--- src/sv/assert_macros.svh ---
// assertion helpers shared by the rtl
`ifndef ASSERT_MACROS_SVH
`define ASSERT_MACROS_SVH

// checked on every clock edge outside reset
`define ASSERT_CLK(label, prop, msg) \
    label: assert property (@(posedge i_clk) disable iff (!i_rst_n) prop) else $error(msg);

// checked on every clock edge, reset included
`define ASSERT_ALWAYS(label, prop, msg) \
    label: assert property (@(posedge i_clk) prop) else $error(msg);

`endif

--- src/sv/swt_pkg.sv ---
package swt_pkg;

    localparam int MaxResults = 3;

    typedef enum logic [2:0] {
        MODE_BETWEEN = 3'd0,
        MODE_WORD    = 3'd1,
        MODE_SQ      = 3'd2,
        MODE_DQ      = 3'd3,
        MODE_DOLQ    = 3'd4
    } t_mode;

    typedef enum logic [1:0] {
        KIND_BYTE = 2'd0,
        KIND_END  = 2'd1,
        KIND_DONE = 2'd2,
        KIND_ERR  = 2'd3
    } t_kind;

    typedef struct packed {
        logic [7:0] in_byte;
        logic       end_of_line;
    } t_in_item;

    typedef struct packed {
        logic [7:0] out_byte;
        t_kind      kind;
        logic       last;
    } t_out_item;

    typedef struct packed {
        logic       hit;
        logic [7:0] value;
    } t_decode;

    localparam logic [7:0] CH_LF        = 8'h0A;
    localparam logic [7:0] CH_DQUOTE    = 8'h22;
    localparam logic [7:0] CH_DOLLAR    = 8'h24;
    localparam logic [7:0] CH_SQUOTE    = 8'h27;
    localparam logic [7:0] CH_BACKSLASH = 8'h5C;
    localparam logic [7:0] CH_N         = 8'h6E;
    localparam logic [7:0] CH_R         = 8'h72;
    localparam logic [7:0] CH_T         = 8'h74;
    localparam logic [7:0] CH_A         = 8'h61;
    localparam logic [7:0] CH_B         = 8'h62;
    localparam logic [7:0] CH_F         = 8'h66;
    localparam logic [7:0] CH_V         = 8'h76;

    function automatic logic is_space(input logic [7:0] c);
        return (c == 8'h20) || ((c >= 8'h09) && (c <= 8'h0D));
    endfunction

    // escape decode inside $'...'
    function automatic t_decode decode(input logic [7:0] c);
        t_decode d;
        d.hit   = 1'b1;
        d.value = c;
        case (c)
            CH_N:         d.value = 8'h0A;
            CH_R:         d.value = 8'h0D;
            CH_T:         d.value = 8'h09;
            CH_A:         d.value = 8'h07;
            CH_B:         d.value = 8'h08;
            CH_F:         d.value = 8'h0C;
            CH_V:         d.value = 8'h0B;
            CH_BACKSLASH: d.value = c;
            CH_SQUOTE:    d.value = c;
            CH_DQUOTE:    d.value = c;
            default:      d.hit = 1'b0;
        endcase
        return d;
    endfunction

endpackage

--- src/sv/shell_word_tokenizer.sv ---
// Shell-style word splitter. Each input transfer carries one byte of a command line, or the
// end-of-line mark; it yields zero to three result transfers (word bytes, word ends, and on
// end of line either line done or an unterminated-quote error), the final one flagged by
// last. A byte is decoded combinationally against the lexer state and its results are
// loaded into a three-entry result buffer that drains one result per cycle unless the
// output stalls. A new byte is taken whenever the buffer holds at most one result that
// leaves in the same cycle, so bytes that cause zero or one result stream at one per cycle
// unless the output stalls; a byte with more results blocks input until its last leaves.
// Results of a line that ends in an error stand and are to be discarded by the consumer.
`include "assert_macros.svh"

module shell_word_tokenizer (
    input  logic                i_clk,
    input  logic                i_rst_n,
    input  logic                i_in_valid,
    output logic                o_in_stall,
    input  swt_pkg::t_in_item   i_in_data,
    output logic                o_out_valid,
    input  logic                i_out_stall,
    output swt_pkg::t_out_item  o_out_data
);

    swt_pkg::t_mode     r_mode;
    swt_pkg::t_mode     n_mode;
    logic               r_esc;
    logic               n_esc;
    logic               r_dol;
    logic               n_dol;
    logic [1:0]         r_cnt;
    swt_pkg::t_out_item r_res [swt_pkg::MaxResults];

    swt_pkg::t_out_item s_res [swt_pkg::MaxResults];
    logic [1:0]         s_cnt;
    logic               s_wb;
    logic [7:0]         c;
    swt_pkg::t_decode   dec;

    logic in_xfer;
    logic out_take;

    assign o_out_valid = (r_cnt != 2'd0);
    assign o_out_data  = r_res[0];
    assign out_take    = o_out_valid && !i_out_stall;
    assign o_in_stall  = (r_cnt > 2'd1) || ((r_cnt == 2'd1) && i_out_stall);
    assign in_xfer     = i_in_valid && !o_in_stall;

    always_comb begin
        n_mode = r_mode;
        n_esc  = r_esc;
        n_dol  = r_dol;
        s_cnt  = 2'd0;
        s_wb   = 1'b0;
        c      = i_in_data.in_byte;
        dec    = swt_pkg::decode(c);
        for (int i = 0; i < swt_pkg::MaxResults; i++) begin
            s_res[i] = '{out_byte: 8'h00, kind: swt_pkg::KIND_BYTE, last: 1'b0};
        end

        if (i_in_data.end_of_line) begin
            n_mode = swt_pkg::MODE_BETWEEN;
            n_esc  = 1'b0;
            n_dol  = 1'b0;
            if (r_mode == swt_pkg::MODE_SQ || r_mode == swt_pkg::MODE_DQ ||
                r_mode == swt_pkg::MODE_DOLQ) begin
                s_res[s_cnt] = '{out_byte: 8'h00, kind: swt_pkg::KIND_ERR, last: 1'b0};
                s_cnt = s_cnt + 2'd1;
            end else begin
                if (r_esc) begin
                    s_res[s_cnt] = '{out_byte: swt_pkg::CH_BACKSLASH,
                                     kind: swt_pkg::KIND_BYTE, last: 1'b0};
                    s_cnt = s_cnt + 2'd1;
                end else if (r_dol) begin
                    s_res[s_cnt] = '{out_byte: swt_pkg::CH_DOLLAR,
                                     kind: swt_pkg::KIND_BYTE, last: 1'b0};
                    s_cnt = s_cnt + 2'd1;
                end
                if (r_mode == swt_pkg::MODE_WORD || r_esc) begin
                    s_res[s_cnt] = '{out_byte: 8'h00, kind: swt_pkg::KIND_END, last: 1'b0};
                    s_cnt = s_cnt + 2'd1;
                end
                s_res[s_cnt] = '{out_byte: 8'h00, kind: swt_pkg::KIND_DONE, last: 1'b0};
                s_cnt = s_cnt + 2'd1;
            end
        end else begin
            case (r_mode)
                swt_pkg::MODE_WORD: begin
                    if (r_esc) begin
                        n_esc = 1'b0;
                        if (c != swt_pkg::CH_LF) begin
                            s_res[s_cnt] = '{out_byte: c, kind: swt_pkg::KIND_BYTE,
                                             last: 1'b0};
                            s_cnt = s_cnt + 2'd1;
                        end
                    end else if (r_dol) begin
                        n_dol = 1'b0;
                        if (c == swt_pkg::CH_SQUOTE) begin
                            n_mode = swt_pkg::MODE_DOLQ;
                        end else begin
                            s_res[s_cnt] = '{out_byte: swt_pkg::CH_DOLLAR,
                                             kind: swt_pkg::KIND_BYTE, last: 1'b0};
                            s_cnt = s_cnt + 2'd1;
                            s_wb = 1'b1;
                        end
                    end else begin
                        s_wb = 1'b1;
                    end
                end
                swt_pkg::MODE_SQ: begin
                    if (c == swt_pkg::CH_SQUOTE) begin
                        n_mode = swt_pkg::MODE_WORD;
                    end else begin
                        s_res[s_cnt] = '{out_byte: c, kind: swt_pkg::KIND_BYTE, last: 1'b0};
                        s_cnt = s_cnt + 2'd1;
                    end
                end
                swt_pkg::MODE_DQ: begin
                    if (c == swt_pkg::CH_DQUOTE) begin
                        n_mode = swt_pkg::MODE_WORD;
                    end else begin
                        s_res[s_cnt] = '{out_byte: c, kind: swt_pkg::KIND_BYTE, last: 1'b0};
                        s_cnt = s_cnt + 2'd1;
                    end
                end
                swt_pkg::MODE_DOLQ: begin
                    if (r_esc) begin
                        n_esc = 1'b0;
                        if (dec.hit) begin
                            s_res[s_cnt] = '{out_byte: dec.value, kind: swt_pkg::KIND_BYTE,
                                             last: 1'b0};
                            s_cnt = s_cnt + 2'd1;
                        end else begin
                            s_res[s_cnt] = '{out_byte: swt_pkg::CH_BACKSLASH,
                                             kind: swt_pkg::KIND_BYTE, last: 1'b0};
                            s_cnt = s_cnt + 2'd1;
                            s_res[s_cnt] = '{out_byte: c, kind: swt_pkg::KIND_BYTE,
                                             last: 1'b0};
                            s_cnt = s_cnt + 2'd1;
                        end
                    end else if (c == swt_pkg::CH_SQUOTE) begin
                        n_mode = swt_pkg::MODE_WORD;
                    end else if (c == swt_pkg::CH_BACKSLASH) begin
                        n_esc = 1'b1;
                    end else begin
                        s_res[s_cnt] = '{out_byte: c, kind: swt_pkg::KIND_BYTE, last: 1'b0};
                        s_cnt = s_cnt + 2'd1;
                    end
                end
                default: begin
                    // between words
                    n_mode = swt_pkg::MODE_BETWEEN;
                    if (r_esc) begin
                        n_esc = 1'b0;
                        if (c != swt_pkg::CH_LF) begin
                            n_mode = swt_pkg::MODE_WORD;
                            s_res[s_cnt] = '{out_byte: c, kind: swt_pkg::KIND_BYTE,
                                             last: 1'b0};
                            s_cnt = s_cnt + 2'd1;
                        end
                    end else if (c == swt_pkg::CH_BACKSLASH) begin
                        n_esc = 1'b1;
                    end else if (!swt_pkg::is_space(c)) begin
                        n_mode = swt_pkg::MODE_WORD;
                        s_wb = 1'b1;
                    end
                end
            endcase

            // unescaped byte inside a word
            if (s_wb) begin
                if (swt_pkg::is_space(c)) begin
                    n_mode = swt_pkg::MODE_BETWEEN;
                    s_res[s_cnt] = '{out_byte: 8'h00, kind: swt_pkg::KIND_END, last: 1'b0};
                    s_cnt = s_cnt + 2'd1;
                end else if (c == swt_pkg::CH_SQUOTE) begin
                    n_mode = swt_pkg::MODE_SQ;
                end else if (c == swt_pkg::CH_DQUOTE) begin
                    n_mode = swt_pkg::MODE_DQ;
                end else if (c == swt_pkg::CH_DOLLAR) begin
                    n_dol = 1'b1;
                end else if (c == swt_pkg::CH_BACKSLASH) begin
                    n_esc = 1'b1;
                end else begin
                    s_res[s_cnt] = '{out_byte: c, kind: swt_pkg::KIND_BYTE, last: 1'b0};
                    s_cnt = s_cnt + 2'd1;
                end
            end
        end

        if (s_cnt != 2'd0) begin
            s_res[s_cnt - 2'd1].last = 1'b1;
        end
    end

    always_ff @(posedge i_clk) begin
        if (!i_rst_n) begin
            r_mode <= swt_pkg::MODE_BETWEEN;
        end else if (in_xfer) begin
            r_mode <= n_mode;
        end
    end

    always_ff @(posedge i_clk) begin
        if (!i_rst_n) begin
            r_esc <= 1'b0;
            r_dol <= 1'b0;
            r_cnt <= 2'd0;
        end else if (in_xfer) begin
            r_esc <= n_esc;
            r_dol <= n_dol;
            r_cnt <= s_cnt;
        end else if (out_take) begin
            r_cnt <= r_cnt - 2'd1;
        end
    end

    // result buffer, head in entry zero
    always_ff @(posedge i_clk) begin
        if (in_xfer) begin
            for (int i = 0; i < swt_pkg::MaxResults; i++) begin
                r_res[i] <= s_res[i];
            end
        end else if (out_take) begin
            for (int i = 0; i < swt_pkg::MaxResults - 1; i++) begin
                r_res[i] <= r_res[i + 1];
            end
        end
    end

    `ASSERT_CLK(a_accept_drained, in_xfer |-> (r_cnt == 2'd0 || (r_cnt == 2'd1 && out_take)), "item accepted while results still queued")
    `ASSERT_CLK(a_last_on_tail, (o_out_valid && r_cnt == 2'd1) |-> o_out_data.last, "final queued result lacks last")
    `ASSERT_CLK(a_eol_resets, (in_xfer && i_in_data.end_of_line) |=> (r_mode == swt_pkg::MODE_BETWEEN && !r_esc && !r_dol), "lexer state not cleared after end of line")
    `ASSERT_CLK(a_dollar_in_word, r_dol |-> (r_mode == swt_pkg::MODE_WORD && !r_esc), "dollar pending outside a word")
    `ASSERT_ALWAYS(a_reset_empty, !i_rst_n |=> (r_cnt == 2'd0), "result buffer not empty after reset")

endmodule
--- config.mk ---
export PLATFORM = sky130hd
export DESIGN_NAME = shell_word_tokenizer
export DESIGN_NICKNAME = d
export VERILOG_FILES = /design/src/sv/swt_pkg.sv /design/src/sv/shell_word_tokenizer.sv
export VERILOG_INCLUDE_DIRS = /design/src /design/src/sv
export SDC_FILE = /design/constraint.sdc
export NUM_CORES = 1
export LEC_CHECK = 0
export BUFFER_PORTS_ARGS = -buffer_cell sky130_fd_sc_hd__buf_4
export CAP_MARGIN = 0
export CORE_MARGIN = 2
export CORE_UTILIZATION = 56
export DETAILED_ROUTE_END_ITERATION = 16
export GPL_ROUTABILITY_DRIVEN = 0
export PLACE_DENSITY = 0.85
export REMOVE_ABC_BUFFERS = 1
export SETUP_SLACK_MARGIN = 0.5
export SYNTH_ARGS = -nofsm -noshare
export SYNTH_HDL_FRONTEND = slang
export SYNTH_SLANG_ARGS = --single-unit
--- constraint.sdc ---
create_clock -name i_clk -period 8.4 [get_ports i_clk]
set_clock_uncertainty 0.1 [all_clocks]
set_input_delay 0 -clock i_clk [delete_from_list [all_inputs] [get_ports i_clk]]
set_output_delay 0 -clock i_clk [all_outputs]
set_load 0.01 [all_outputs]
==> impl_results.md <==
* CTS Buf Count at 5
* Initial DRC count at 510
* Hold buffer count at CTS at 2
* Synth Warn # at 0
* Area Overhead vs Synth at 7.25%
* DR WL/cell at 19.3 um
* Setup Fix Bufs, Post-CTS at 0
* Hold Crit Class: primary input to flop
* Startpoint Class: primary input
* Vias at a little under 3000
* GRT overflow at 0
* Status: finished, final reports clean
* Yosys cell types at just over 70
* Final wirelength at 8230 um
* Total negative slack at 0 ns
* Port buffer count at 25
* Clock latency on the worst-skew pair at 0.29 ns
* VDD IR max at 0.0881 mV
* H-tree Lvls at 2
* Post-synth top flop: edfxtp_1
* Global-route wire length before repair at approximately 13000 um
* Hold Crit Depth at 2
* Final Hold Vio Count at 0
* Worst slew pin tran at 1.08 ns
* Maxcap violations at 0
* CP Class: primary input to flop
* PnR Total Power at 531 uW
* Number of setup violations in the final report at 0
* Worst Slack Setup Final at ~4.9 ns
* Drt first pass iters at 7
* CTS sink count at 40
* Die Y at between 70 and 80 um
* Post-Syn Instances at 352
* Drc violations at 0
* Routed Antenna Nets at 0
* I/O pins at 26
* Maximum number of pins on one net before global-route repair at 29
* Initial Util at ~57%
* Part of the cycle the worst path needs at around two fifths
* Total track usage at a little over a quarter
* CTS tree: done
* Slew HR at around 28%
* Std-Cell Rows at 27
* Pre-CTS setup slack at just over 5 ns
* Largest fanout on the critical path at 11
* Post-CTS sizing at 0
* Fmax at 286 MHz
* Arr. time, crit path at 3.45 ns
* Nets at approximately 380
* Inst Count DP at around 420
* Crit. End Element: flop
* Pins Over Slew Limit at 0
* CTS clk-pin slew, worst paths at roughly 0.08 ns
* Die width at roughly 80 um
* Syn_area_per_cell at slightly below 9 um^2
* Pwr Density at 158 mW/mm^2
* Post-synth EDFFs at 33
* Lkg Pwr at approximately 0.0013 uW
* Worst EP required at roughly 8.4 ns
* Post-synth design cell area at 0.00313 mm^2
* Seq/Total Area, Yosys at 36.2%
* Min Tclk post-route at around 3.5 ns
* Maximum clock insertion buffer count at 2
* Register bit total from synthesis at 40
* RSZ-0062 raised after global routing: false
* Share of cells above drive strength 1 at between 10 and 15%
* DR vias/cell at slightly below 7
* Initial antenna violation count at 0
* Vias in the first global route at about 2700
* # diodes at 0
* Core Region at between 0.005 and 0.006 mm^2
* Die Area at approximately 0.0062 mm^2
* Root Buffer: clkbuf_8
* Post-synth ARST share at 0%
* Finished Layout Cells at between 400 and 500
* Reg2Reg Depth at 11
* Hpwl dp at slightly below 6000 um
registers in the layout, summed over array words and instances, names as in the netlist:
| signal | cells |
|---|---|
| r_esc | 1 |
| r_res | 33 |
| r_dol | 1 |
| r_mode | 3 |
| r_cnt | 2 |
report_power, final:
group | switching, uW | internal [uW]
logic | 87.0 | 55.7
registers | 11.3 | 254
clock network | 66.9 | 56.4
total | 165 | 366
Yosys cell counts, types with 3 or more instances:
cell       count  area (um^2)
a211oi_1       5         37.5
o31ai_1        4         30.0
nor2_1        22         82.6
a31oi_1        7         43.8
nor3b_1        4         30.0
or3_1          3         18.8
buf_2          7         35.0
o22ai_1        3         18.8
a21oi_1       27          135
nor4bb_1       3         30.0
a21o_1         3         22.5
inv_1         18         67.6
and3_1         7         43.8
o221ai_1       3         26.3
a22o_1         6         52.6
buf_4         11         82.6
nand2_1       35          131
nor2b_1        4         25.0
ha_1           9          113
o21ai_0       20          100
dfxtp_1        7          140
o211ai_1       6         45.0
o31a_1         4         35.0
clkbuf_1      16         60.1
and2_1         9         56.3
o2111ai_1      3         26.3
nor3_1         7         35.0
nand3_1        5         25.0
o21a_1         6         45.0
nand2b_1       4         25.0
edfxtp_1      33          991
critical path: stages:
cell,delay [ns]
dlygate4sd3_1,0.54
buf_4,0.18
or3_1,0.37
nor3b_1,0.47
a31oi_1,0.25
o21bai_1,0.25
or2_2,0.31
ha_1,0.30
a211oi_1,0.04
a21boi_0,0.15
o31ai_1,0.33
a21oi_1,0.13
o31a_1,0.13
layout by cell type (no fill, tap or decap), types with 7 or more instances in the layout:
master and n:
and2_1 9, nor2_1 22, buf_4 27, and3_1 7
edfxtp_1 33, dfxtp_1 7, ha_1 9, inv_1 18
a31oi_1 7, a21oi_1 27, nand2_1 35, o21ai_0 19
logic make-up after synthesis:
family                   after synthesis  share of synthesized area [%]
AO/OA/AOI/OAI                        124                           28.8
AND/OR/NAND/NOR                      122                           22.1
buffers and inverters                 52                           7.85
flip-flops                            40                           36.2
adder cells (fa/ha/maj)                9                           3.60
XOR/XNOR                               3                          0.841
multiplexers                           2                          0.641
layout make-up:
type                       instances  area, um^2
tap                               72        90.1
multi-input combinational        260        1760
inverter                          18        67.6
timing repair buffer              29         223
clock buffer                       5        68.8
sequential                        40        1130
clock inverter                     3        13.8
fill                             466        2090
per-layer routing:
layer  GRT usage [%]  part of all wire [%]  vias up
li1                -                     -     1332
met3            4.43                    11       34
met1            36.5                    39     1380
met2            42.6                    46      220
met4            13.3                   3.8        0
met5               0                     0        -
metrics by stage:
stage	util [%]	hold slack (ns)	area, um^2
final	61.6	0.0125	3350
after global routing	61.6	0.0141	3350
after CTS	61.6	0.0131	3350
after detailed placement	59.7	0.142	3250
after global placement	59.7	0.134	3250
after floorplan	-	0.0387	2950
worst paths after layout:
check / startpoint / endpoint / slack, ns
worst max-delay path: i_in_data[7] / r_res[0][11]$_DFFE_PP_ / 4.90
worst min-delay path: i_in_data[8] / r_res[1][10]$_SDFFCE_PP0P_ / 0.01
worst max register to register: r_mode[2]$_SDFFE_PN0P_ / r_res[0][10]$_DFFE_PP_ / 4.92
worst min register to register: r_res[1][2]$_SDFFCE_PP0P_ / r_res[0][13]$_DFFE_PP_ / 0.42
(Power assumes the default switching activity.)
